$ cat config.mk
export PLATFORM = sky130hd
export DESIGN_NAME = http_chunked_body_decoder_flat
export DESIGN_NICKNAME = d
export VERILOG_FILES = /design/src/rtl/chd_pkg.sv /design/src/rtl/chd_if.sv /design/src/rtl/chd_apb.sv /design/src/rtl/chd_frame.sv /design/src/rtl/http_chunked_body_decoder.sv /design/src/flat_wrapper.sv
export VERILOG_INCLUDE_DIRS = /design/src /design/src/rtl
export SDC_FILE = /design/constraint.sdc
export NUM_CORES = 1
export LEC_CHECK = 0
export ABC_CLOCK_PERIOD_IN_PS = 4500
export BUFFER_PORTS_ARGS = -buffer_cell sky130_fd_sc_hd__buf_2
export CAP_MARGIN = 25
export CORE_MARGIN = 1.5
export CORE_UTILIZATION = 55
export CTS_BUF_LIST = sky130_fd_sc_hd__clkbuf_2
export CTS_CLUSTER_DIAMETER = 100
export DETAILED_ROUTE_END_ITERATION = 10
export PLACE_DENSITY = 0.75
export SYNTH_ARGS = -nofsm -noshare
export SYNTH_HDL_FRONTEND = slang
export SYNTH_SLANG_ARGS = --single-unit
$ cat constraint.sdc
create_clock -name clk -period 4.5 [get_ports clk]
set_input_delay 0 -clock clk [delete_from_list [all_inputs] [get_ports clk]]
set_output_delay 0 -clock clk [all_outputs]
set_load 0.02 [all_outputs]
$ cat src/rtl/assert_macros.svh
`ifndef ASSERT_MACROS_SVH
`define ASSERT_MACROS_SVH

// Check an implication in the same cycle, outside reset
`define CHD_ASSERT_NOW(label, clk, rst_n, ante, cons, msg) \
	label: assert property (@(posedge clk) disable iff (!rst_n) (ante) |-> (cons)) \
		else $error(msg);

// Check an implication in the cycle after the antecedent, outside reset
`define CHD_ASSERT_NEXT(label, clk, rst_n, ante, cons, msg) \
	label: assert property (@(posedge clk) disable iff (!rst_n) (ante) |=> (cons)) \
		else $error(msg);

`endif

$ cat src/rtl/chd_pkg.sv
package chd_pkg;

	// Width of the chunk size counter
	localparam int SIZE_BITS = 32;
	localparam int TOTAL_W   = 32;
	localparam int MAX_W     = 31;

	// Configuration port
	localparam int CFG_ADDR_W = 3;
	localparam int CFG_DATA_W = 32;
	localparam logic [CFG_ADDR_W-1:0] REG_MAX_BODY = 3'd0;

	localparam logic [7:0] BYTE_CR = 8'h0D;
	localparam logic [7:0] BYTE_LF = 8'h0A;

	typedef enum logic [3:0] {
		PH_SIZE_FIRST,
		PH_SIZE_MORE,
		PH_SIZE_EXT,
		PH_SIZE_LF,
		PH_DATA,
		PH_DATA_CR,
		PH_DATA_LF,
		PH_END_CR,
		PH_END_LF,
		PH_DONE,
		PH_HALT
	} phase_t;

	typedef enum logic [2:0] {
		ST_OK,
		ST_OVERFLOW,
		ST_FRAMING,
		ST_TOO_LARGE,
		ST_AFTER_END
	} status_t;

	typedef struct packed {
		logic       ok;
		logic [3:0] val;
	} hex_t;

	// One decoded result item
	typedef struct packed {
		logic [7:0] out_byte;
		logic       payload_valid;
		logic       body_done;
		status_t    status;
	} res_t;

	// Control into the framing engine
	typedef struct packed {
		logic       step;
		logic [7:0] data;
	} step_t;

	// Status back from the framing engine
	typedef struct packed {
		status_t err;
		logic    fin;
		phase_t  phase;
	} frame_stat_t;

	// Decode one ASCII hex digit
	function automatic hex_t hex_value(input logic [7:0] b);
		hex_t h;
		h.ok  = 1'b1;
		h.val = 4'd0;
		if (b >= 8'h30 && b <= 8'h39) begin
			h.val = b[3:0];
		end else if ((b >= 8'h61 && b <= 8'h66) || (b >= 8'h41 && b <= 8'h46)) begin
			h.val = b[3:0] + 4'd9;
		end else begin
			h.ok = 1'b0;
		end
		return h;
	endfunction

endpackage

$ cat src/rtl/chd_if.sv
interface chd_raw_if;
	logic       valid;
	logic       ready;
	logic [7:0] in_byte;

	modport source (output valid, output in_byte, input ready);
	modport sink (input valid, input in_byte, output ready);
endinterface

interface chd_dec_if;
	logic       valid;
	logic       ready;
	logic [7:0] out_byte;
	logic       payload_valid;
	logic       body_done;
	logic [2:0] status;

	modport source (output valid, output out_byte, output payload_valid,
		output body_done, output status, input ready);
	modport sink (input valid, input out_byte, input payload_valid,
		input body_done, input status, output ready);
endinterface

$ cat src/rtl/chd_apb.sv
module chd_apb (
	input  logic                               clk,
	input  logic                               arst_n,
	input  logic                               psel,
	input  logic                               penable,
	input  logic                               pwrite,
	input  logic [chd_pkg::CFG_ADDR_W-1:0]     paddr,
	input  logic [chd_pkg::CFG_DATA_W-1:0]     pwdata,
	output logic [chd_pkg::CFG_DATA_W-1:0]     prdata,
	output logic                               pready,
	output logic [chd_pkg::MAX_W-1:0]          max_body_size
);

	logic [chd_pkg::MAX_W-1:0] max_q;
	logic                      wr_en;

	assign pready = 1'b1;
	assign wr_en  = psel && penable && pwrite && (paddr == chd_pkg::REG_MAX_BODY);

	// Capture the limit on the access phase of a write
	always_ff @(posedge clk or negedge arst_n) begin
		if (!arst_n) begin
			max_q <= '0;
		end else if (wr_en) begin
			max_q <= pwdata[chd_pkg::MAX_W-1:0];
		end
	end

	// Read back; unmapped addresses return zero
	always_comb begin
		prdata = '0;
		if (paddr == chd_pkg::REG_MAX_BODY) begin
			prdata = {{(chd_pkg::CFG_DATA_W - chd_pkg::MAX_W){1'b0}}, max_q};
		end
	end

	assign max_body_size = max_q;

endmodule

$ cat src/rtl/chd_frame.sv
module chd_frame (
	input  logic                      clk,
	input  logic                      arst_n,
	input  chd_pkg::step_t            ctl,
	input  logic [chd_pkg::MAX_W-1:0] max_body_size,
	output chd_pkg::res_t             res,
	output chd_pkg::frame_stat_t      stat
);

	chd_pkg::phase_t                  phase_q, phase_d;
	chd_pkg::status_t                 err_q, err_d;
	logic                             fin_q, fin_d;
	logic [chd_pkg::SIZE_BITS-1:0]    remain_q, remain_d;
	logic [chd_pkg::TOTAL_W-1:0]      total_q, total_d;
	chd_pkg::hex_t                    h;
	logic                             too_large;
	logic [7:0]                       ob;
	logic                             pv;

	assign h = chd_pkg::hex_value(ctl.data);
	assign too_large = (max_body_size != '0) &&
		(total_q > {{(chd_pkg::TOTAL_W - chd_pkg::MAX_W){1'b0}}, max_body_size});

	// Next state and the result for the byte in hand
	always_comb begin
		phase_d  = phase_q;
		err_d    = err_q;
		fin_d    = fin_q;
		remain_d = remain_q;
		total_d  = total_q;
		ob       = 8'd0;
		pv       = 1'b0;
		case (phase_q)
			chd_pkg::PH_SIZE_FIRST, chd_pkg::PH_SIZE_MORE: begin
				if (h.ok) begin
					if (phase_q == chd_pkg::PH_SIZE_MORE &&
						remain_q[chd_pkg::SIZE_BITS-1 -: 4] != 4'd0) begin
						err_d   = chd_pkg::ST_OVERFLOW;
						phase_d = chd_pkg::PH_HALT;
					end else if (phase_q == chd_pkg::PH_SIZE_FIRST) begin
						remain_d = {{(chd_pkg::SIZE_BITS - 4){1'b0}}, h.val};
						phase_d  = chd_pkg::PH_SIZE_MORE;
					end else begin
						remain_d = {remain_q[chd_pkg::SIZE_BITS-5:0], h.val};
					end
				end else if (phase_q == chd_pkg::PH_SIZE_FIRST) begin
					err_d   = chd_pkg::ST_FRAMING;
					phase_d = chd_pkg::PH_HALT;
				end else if (ctl.data == chd_pkg::BYTE_CR) begin
					phase_d = chd_pkg::PH_SIZE_LF;
				end else begin
					phase_d = chd_pkg::PH_SIZE_EXT;
				end
			end
			chd_pkg::PH_SIZE_EXT: begin
				if (ctl.data == chd_pkg::BYTE_CR) begin
					phase_d = chd_pkg::PH_SIZE_LF;
				end
			end
			chd_pkg::PH_SIZE_LF: begin
				if (ctl.data != chd_pkg::BYTE_LF) begin
					err_d   = chd_pkg::ST_FRAMING;
					phase_d = chd_pkg::PH_HALT;
				end else if (remain_q == '0) begin
					phase_d = chd_pkg::PH_END_CR;
				end else begin
					phase_d = chd_pkg::PH_DATA;
				end
			end
			chd_pkg::PH_DATA: begin
				ob       = ctl.data;
				pv       = 1'b1;
				remain_d = remain_q - 1'b1;
				if (total_q != '1) begin
					total_d = total_q + 1'b1;
				end
				if (remain_q == {{(chd_pkg::SIZE_BITS - 1){1'b0}}, 1'b1}) begin
					phase_d = chd_pkg::PH_DATA_CR;
				end
			end
			chd_pkg::PH_DATA_CR, chd_pkg::PH_END_CR: begin
				if (ctl.data == chd_pkg::BYTE_CR) begin
					phase_d = (phase_q == chd_pkg::PH_DATA_CR) ?
						chd_pkg::PH_DATA_LF : chd_pkg::PH_END_LF;
				end else begin
					err_d   = chd_pkg::ST_FRAMING;
					phase_d = chd_pkg::PH_HALT;
				end
			end
			chd_pkg::PH_DATA_LF: begin
				if (ctl.data != chd_pkg::BYTE_LF) begin
					err_d   = chd_pkg::ST_FRAMING;
					phase_d = chd_pkg::PH_HALT;
				end else if (too_large) begin
					err_d   = chd_pkg::ST_TOO_LARGE;
					phase_d = chd_pkg::PH_HALT;
				end else begin
					phase_d = chd_pkg::PH_SIZE_FIRST;
				end
			end
			chd_pkg::PH_END_LF: begin
				if (ctl.data == chd_pkg::BYTE_LF) begin
					fin_d   = 1'b1;
					phase_d = chd_pkg::PH_DONE;
				end else begin
					err_d   = chd_pkg::ST_FRAMING;
					phase_d = chd_pkg::PH_HALT;
				end
			end
			chd_pkg::PH_DONE: begin
				err_d   = chd_pkg::ST_AFTER_END;
				phase_d = chd_pkg::PH_HALT;
			end
			default: begin
				phase_d = chd_pkg::PH_HALT;
			end
		endcase
	end

	// Advance the decoder state once per stepped byte
	always_ff @(posedge clk or negedge arst_n) begin
		if (!arst_n) begin
			phase_q  <= chd_pkg::PH_SIZE_FIRST;
			err_q    <= chd_pkg::ST_OK;
			fin_q    <= 1'b0;
			remain_q <= '0;
			total_q  <= '0;
		end else if (ctl.step) begin
			phase_q  <= phase_d;
			err_q    <= err_d;
			fin_q    <= fin_d;
			remain_q <= remain_d;
			total_q  <= total_d;
		end
	end

	assign res.out_byte      = ob;
	assign res.payload_valid = pv;
	assign res.body_done     = fin_d;
	assign res.status        = err_d;

	assign stat.err   = err_q;
	assign stat.fin   = fin_q;
	assign stat.phase = phase_q;

endmodule

$ cat src/rtl/http_chunked_body_decoder.sv
// Channel | Role   | Payload                                   | Handshake
// raw     | sink   | in_byte[7:0]                              | valid / ready
// dec     | source | out_byte, payload_valid, body_done, status | valid / ready
// apb     | slave  | max_body_size at byte address 0           | psel / penable
//
// One result per raw byte. A byte is held in the input register until it is stepped,
// and its result is then loaded into the output register.
// Throughput is one byte per cycle while dec accepts results, set by the combinational framing step.
// With dec stalled the input register takes at most one more byte, then raw.ready drops.
// arst_n clears the decoder state, the limit and both valid flags at once.
`include "assert_macros.svh"

module http_chunked_body_decoder (
	input  logic                           clk,
	input  logic                           arst_n,
	chd_raw_if.sink                        raw,
	chd_dec_if.source                      dec,
	input  logic                           psel,
	input  logic                           penable,
	input  logic                           pwrite,
	input  logic [chd_pkg::CFG_ADDR_W-1:0] paddr,
	input  logic [chd_pkg::CFG_DATA_W-1:0] pwdata,
	output logic [chd_pkg::CFG_DATA_W-1:0] prdata,
	output logic                           pready
);

	logic                      valid_s1;
	logic [7:0]                byte_s1;
	logic                      advance;
	logic                      res_valid_q;
	chd_pkg::res_t             res_q;
	chd_pkg::res_t             res;
	chd_pkg::step_t            ctl;
	chd_pkg::frame_stat_t      stat;
	logic [chd_pkg::MAX_W-1:0] max_body_size;

	chd_apb u_apb (
		.clk           (clk),
		.arst_n        (arst_n),
		.psel          (psel),
		.penable       (penable),
		.pwrite        (pwrite),
		.paddr         (paddr),
		.pwdata        (pwdata),
		.prdata        (prdata),
		.pready        (pready),
		.max_body_size (max_body_size)
	);

	// Step the byte in hand when the output register is free or draining
	assign advance   = valid_s1 && (!res_valid_q || dec.ready);
	assign raw.ready = !valid_s1 || advance;
	assign ctl.step  = advance;
	assign ctl.data  = byte_s1;

	chd_frame u_frame (
		.clk           (clk),
		.arst_n        (arst_n),
		.ctl           (ctl),
		.max_body_size (max_body_size),
		.res           (res),
		.stat          (stat)
	);

	// Input register
	always_ff @(posedge clk or negedge arst_n) begin
		if (!arst_n) begin
			valid_s1 <= 1'b0;
		end else if (raw.valid && raw.ready) begin
			valid_s1 <= 1'b1;
		end else if (advance) begin
			valid_s1 <= 1'b0;
		end
	end

	always_ff @(posedge clk) begin
		if (raw.valid && raw.ready) begin
			byte_s1 <= raw.in_byte;
		end
	end

	// Result register: load on advance, drop once transferred
	always_ff @(posedge clk or negedge arst_n) begin
		if (!arst_n) begin
			res_valid_q <= 1'b0;
		end else if (advance) begin
			res_valid_q <= 1'b1;
		end else if (dec.ready) begin
			res_valid_q <= 1'b0;
		end
	end

	always_ff @(posedge clk) begin
		if (advance) begin
			res_q <= res;
		end
	end

	assign dec.valid         = res_valid_q;
	assign dec.out_byte      = res_q.out_byte;
	assign dec.payload_valid = res_q.payload_valid;
	assign dec.body_done     = res_q.body_done;
	assign dec.status        = res_q.status;

	`CHD_ASSERT_NOW(a_no_payload_on_error, clk, arst_n,
		dec.valid && dec.status != chd_pkg::ST_OK, !dec.payload_valid,
		"payload passed out with an error status")
	`CHD_ASSERT_NOW(a_no_payload_after_done, clk, arst_n,
		dec.valid && dec.payload_valid, !dec.body_done,
		"payload passed out after end of body")
	`CHD_ASSERT_NEXT(a_error_sticky, clk, arst_n,
		stat.err != chd_pkg::ST_OK,
		stat.err == $past(stat.err) && stat.phase == chd_pkg::PH_HALT,
		"error code changed after being raised")
	`CHD_ASSERT_NOW(a_ready_when_empty, clk, arst_n,
		!valid_s1, raw.ready,
		"input stalled with an empty input register")

endmodule
$ cat src/flat_wrapper.sv
// flat-port wrapper written by rule: the top's interface ports become plain ports
module http_chunked_body_decoder_flat 
  (clk, arst_n, psel, penable, pwrite, paddr, pwdata, prdata, pready, raw_valid, raw_in_byte, raw_ready, dec_valid, dec_out_byte, dec_payload_valid, dec_body_done, dec_status, dec_ready);
  chd_raw_if raw_i ();
  chd_dec_if dec_i ();
  input  logic clk;
  input  logic arst_n;
  input  logic psel;
  input  logic penable;
  input  logic pwrite;
  input  logic [chd_pkg::CFG_ADDR_W-1:0] paddr;
  input  logic [chd_pkg::CFG_DATA_W-1:0] pwdata;
  output logic [chd_pkg::CFG_DATA_W-1:0] prdata;
  output logic pready;
  input wire logic [$bits(raw_i.valid)-1:0] raw_valid;
  input wire logic [$bits(raw_i.in_byte)-1:0] raw_in_byte;
  output wire logic [$bits(raw_i.ready)-1:0] raw_ready;
  output wire logic [$bits(dec_i.valid)-1:0] dec_valid;
  output wire logic [$bits(dec_i.out_byte)-1:0] dec_out_byte;
  output wire logic [$bits(dec_i.payload_valid)-1:0] dec_payload_valid;
  output wire logic [$bits(dec_i.body_done)-1:0] dec_body_done;
  output wire logic [$bits(dec_i.status)-1:0] dec_status;
  input wire logic [$bits(dec_i.ready)-1:0] dec_ready;
  assign raw_i.valid = raw_valid;
  assign raw_i.in_byte = raw_in_byte;
  assign raw_ready = raw_i.ready;
  assign dec_valid = dec_i.valid;
  assign dec_out_byte = dec_i.out_byte;
  assign dec_payload_valid = dec_i.payload_valid;
  assign dec_body_done = dec_i.body_done;
  assign dec_status = dec_i.status;
  assign dec_i.ready = dec_ready;
  http_chunked_body_decoder u_core (.clk(clk), .arst_n(arst_n), .raw(raw_i), .dec(dec_i), .psel(psel), .penable(penable), .pwrite(pwrite), .paddr(paddr), .pwdata(pwdata), .prdata(prdata), .pready(pready));
endmodule
==> metrics.txt <==
outcome=finished, final reports clean; main combinational cell family by area after synthesis=simple AND/OR/NAND/NOR gates; GRT Total Usage=28.8%; Top FF cell, synth=dfrtp_1; flops & latches, synth=126; num rows=42; RSZ-0062 raised after global routing=no; placed cell area=0.00810 mm²; final clock period utilization by the worst path=68.1%; Slowest-stage cell, CP=dfrtp_1; Fin Clk Skew=0.0425 ns; Pre-antenna DRT Iters=6; first-pass GRT wire length=33200 µm; vias per std cell=5.89; Overflow after GRT=0; Fmax achieved=326 MHz; initial antenna violation count=0; cts bufs inserted=17; crit start category=flop; Buf+Inv Stages, Crit Path=3; Max-cap violations=0; Gate Count Post-Synth=843; Initial Utilization=56.6%; Reg area=0.00326 mm²; ys async rst share=83.3%; ratio of cells with drive above 1 in the final layout=15.2%; VDD IR-drop max=0.000294 V; Root Driver=clkbuf_2; Synth Area in Simple Gates=22.5%; Post-Synth Adder-Cell Area=6.32%; RD Place Congestion=0.863; vias in the first global route=6831; vias post-DR=7069; max incr delay on CP=0.68 ns; fill count=972; synthesized area=0.00753 mm²; WP data required=5.14 ns; 1st-iter DRT viols=691; IO Count=98; setup TNS=0 ns; post-synthesis cell type count=76; critical-path maximum fanout=32; post-synthesis mux area share=0.299%; Least-Margin Pin Slew=0.913 ns; HPWL after DPL=11900 µm; width of the die=120 µm; drt total wl=20200 µm; post-route cell area=0.00924 mm²; Worst-Skew Late Latency=0.71 ns; Crit Path Class=flop to flop; Die Area=0.0144 mm²; CTS tree=yes; Slew Limit Fails=0; Post-synth EDFFs=21; Max H-tree Level=4; Layout Nets=1099; Sink Count=126; PD cells=382 mW/mm²; drt wl/cell=16.9 µm; commonest non-fill, non-tap cells in the layout=105 x dfrtp_1, 93 x buf_2, 89 x dlygate4sd3_1; syn_nets=931; Synth Area per Inst=8.93 µm²; pin count of the biggest net entering global routing=64; Die Y-Extent=120 µm; commonest non-fill, non-tap cell in the layout=dfrtp_1; area of the multi-input gates=0.00392 mm²; core area=0.0133 mm²; Synth Area in XOR/XNOR=3.61%; Hold Crit Class=input port to flop; CP endpoint kind=flop; Compound-Gate Fraction of Synth Area=19.1%; worst hold slack=0.0617 ns; Ys Warns=0; IO Port Bufs=94; critical path arrival=3.70 ns; Final setup viols=0; Area Growth Syn to Fin=22.7%; Final Hold Fails=0; Slew headroom=39.1%; post-route ant nets=0; CTS max path bufs=2; Tmin final=3.06 ns; CP Cell Sequence=nor3_2 -> nand2_1 -> buf_4 -> inv_1 -> buf_4 -> o221a_2 -> nand2_1 -> a211oi_1 -> a21o_1; crit-path leading delay family=compound AO/OA/AOI/OAI gates; Leak=0.00413 µW; post_cts resized=0; DRC violations left=0; post-synthesis sequential area ratio=43.3%; clock-pin slew on the worst setup and hold paths=0.21 ns
-- worst paths after layout --
path,from,endpoint,slack [ns],cells past startpoint
setup / recovery,u_core.u_frame.phase_q[0],u_core.u_frame.remain_q[26],1.44,9
max in group asynchronous,arst_n,u_core.u_apb.max_body_size[14],3.59,4
hold reg to reg,u_core.u_frame.fin_q,u_core.u_frame.fin_q,0.50,1
hold / removal,penable,u_core.u_apb.max_body_size[25],0.06,3
min in group asynchronous,arst_n,u_core.u_frame.phase_q[1],0.23,3
setup reg to reg,u_core.u_frame.phase_q[0],u_core.u_frame.remain_q[26],1.44,9
-- registers in the layout (all words and copies together), names as in the netlist --
name	count
u_core.byte_s1	8
u_core.dec.body_done	1
u_core.dec.out_byte	8
u_core.dec.payload_valid	1
u_core.dec.status	3
u_core.dec.valid	1
u_core.u_apb.max_body_size	31
u_core.u_frame.err_q	3
u_core.u_frame.fin_q	1
u_core.u_frame.phase_q	4
u_core.u_frame.remain_q	32
u_core.u_frame.total_q	32
u_core.valid_s1	1
-- what timing repair did --
| item | 4_1_cts | 5_1_grt |
|---|---|---|
| hold buffers | 85 | 5 |
| endpoints found under the hold margin | 127 | 5 |
| buffers inserted | 0 | 0 |
-- where the power goes --
part / internal (µW) / switching [µW] / total [µW]
clock: 242 / 434 / 676
sequential: 1410 / 347 / 1750
combinational: 481 / 619 / 1100
total: 2130 / 1400 / 3530
-- layer usage --
| layer | global-route usage (%) | vias up | routed length [µm] |
|---|---|---|---|
| li1 | - | 3388 | - |
| met1 | 36.5 | 3391 | 8770 |
| met2 | 48.3 | 249 | 9910 |
| met3 | 6.46 | 41 | 1120 |
| met4 | 10.5 | 0 | 448 |
| met5 | 0 | - | 0 |
-- worst reg2reg max path, stage by stage (launching register included) --
cell	delay [ns]
dfrtp_1	0.68
nor3_2	0.30
nand2_1	0.07
buf_4	0.27
inv_1	0.14
buf_4	0.34
o221a_2	0.60
nand2_1	0.19
a211oi_1	0.30
a21o_1	0.12
-- synthesized netlist by cell type (5+ instances only) --
master,count,area (µm²)
edfxtp_1,21,631
clkbuf_1,30,113
a22oi_1,5,37.5
buf_2,9,45.0
a21o_1,7,52.6
nor2_1,62,233
and2_1,37,231
nor3_1,22,110
ha_1,38,475
a211oi_1,6,45.0
nand4_1,22,138
xor2_1,11,96.3
o21ai_0,83,415
nand2b_1,5,31.3
a221oi_1,5,43.8
and4_1,5,43.8
xnor2_1,20,175
nand2_1,88,330
o31ai_1,9,67.6
a31oi_1,9,56.3
a21oi_1,52,260
nor4_1,17,106
and3_1,17,106
dfrtp_1,105,2630
nand3_1,27,135
inv_1,46,173
-- stage by stage --
stage / instances / power [µW] / util (%) / setup WS, ns
detailed placement: 1078 / 2750 / 61.0 / 1.54
global placement: 1078 / 2730 / 61.0 / 1.59
global route: 1199 / 3780 / 69.4 / 1.29
finish: 1200 / 3530 / 69.5 / 1.44
CTS: 1194 / 3500 / 69.1 / 1.51
floorplan: 843 / 2470 / - / 2.08
-- area by class of cell --
cell class	instances	share of cell area, %
Tap cell	176	2.38
Clock buffer	17	0.921
Inverter	46	1.87
Multi-Input combinational cell	628	42.4
Sequential cell	126	35.3
Clock inverter	14	1.35
Antenna cell	1	0.0271
Timing Repair Buffer	192	15.7
-- logic make-up (layout without fill, tap and decap cells) --
logic type | Yosys count | after routing
AOI/OAI and AO/OA | 227 | 227
xor gates and xnor gates | 31 | 31
adders and majority gates | 38 | 38
buffers and inverters | 89 | 269
DFF | 126 | 126
muxes | 2 | 2
other | 2 | 3
and+or+nand+nor | 328 | 328
No activity file was read; power rests on OpenSTA's default activity.
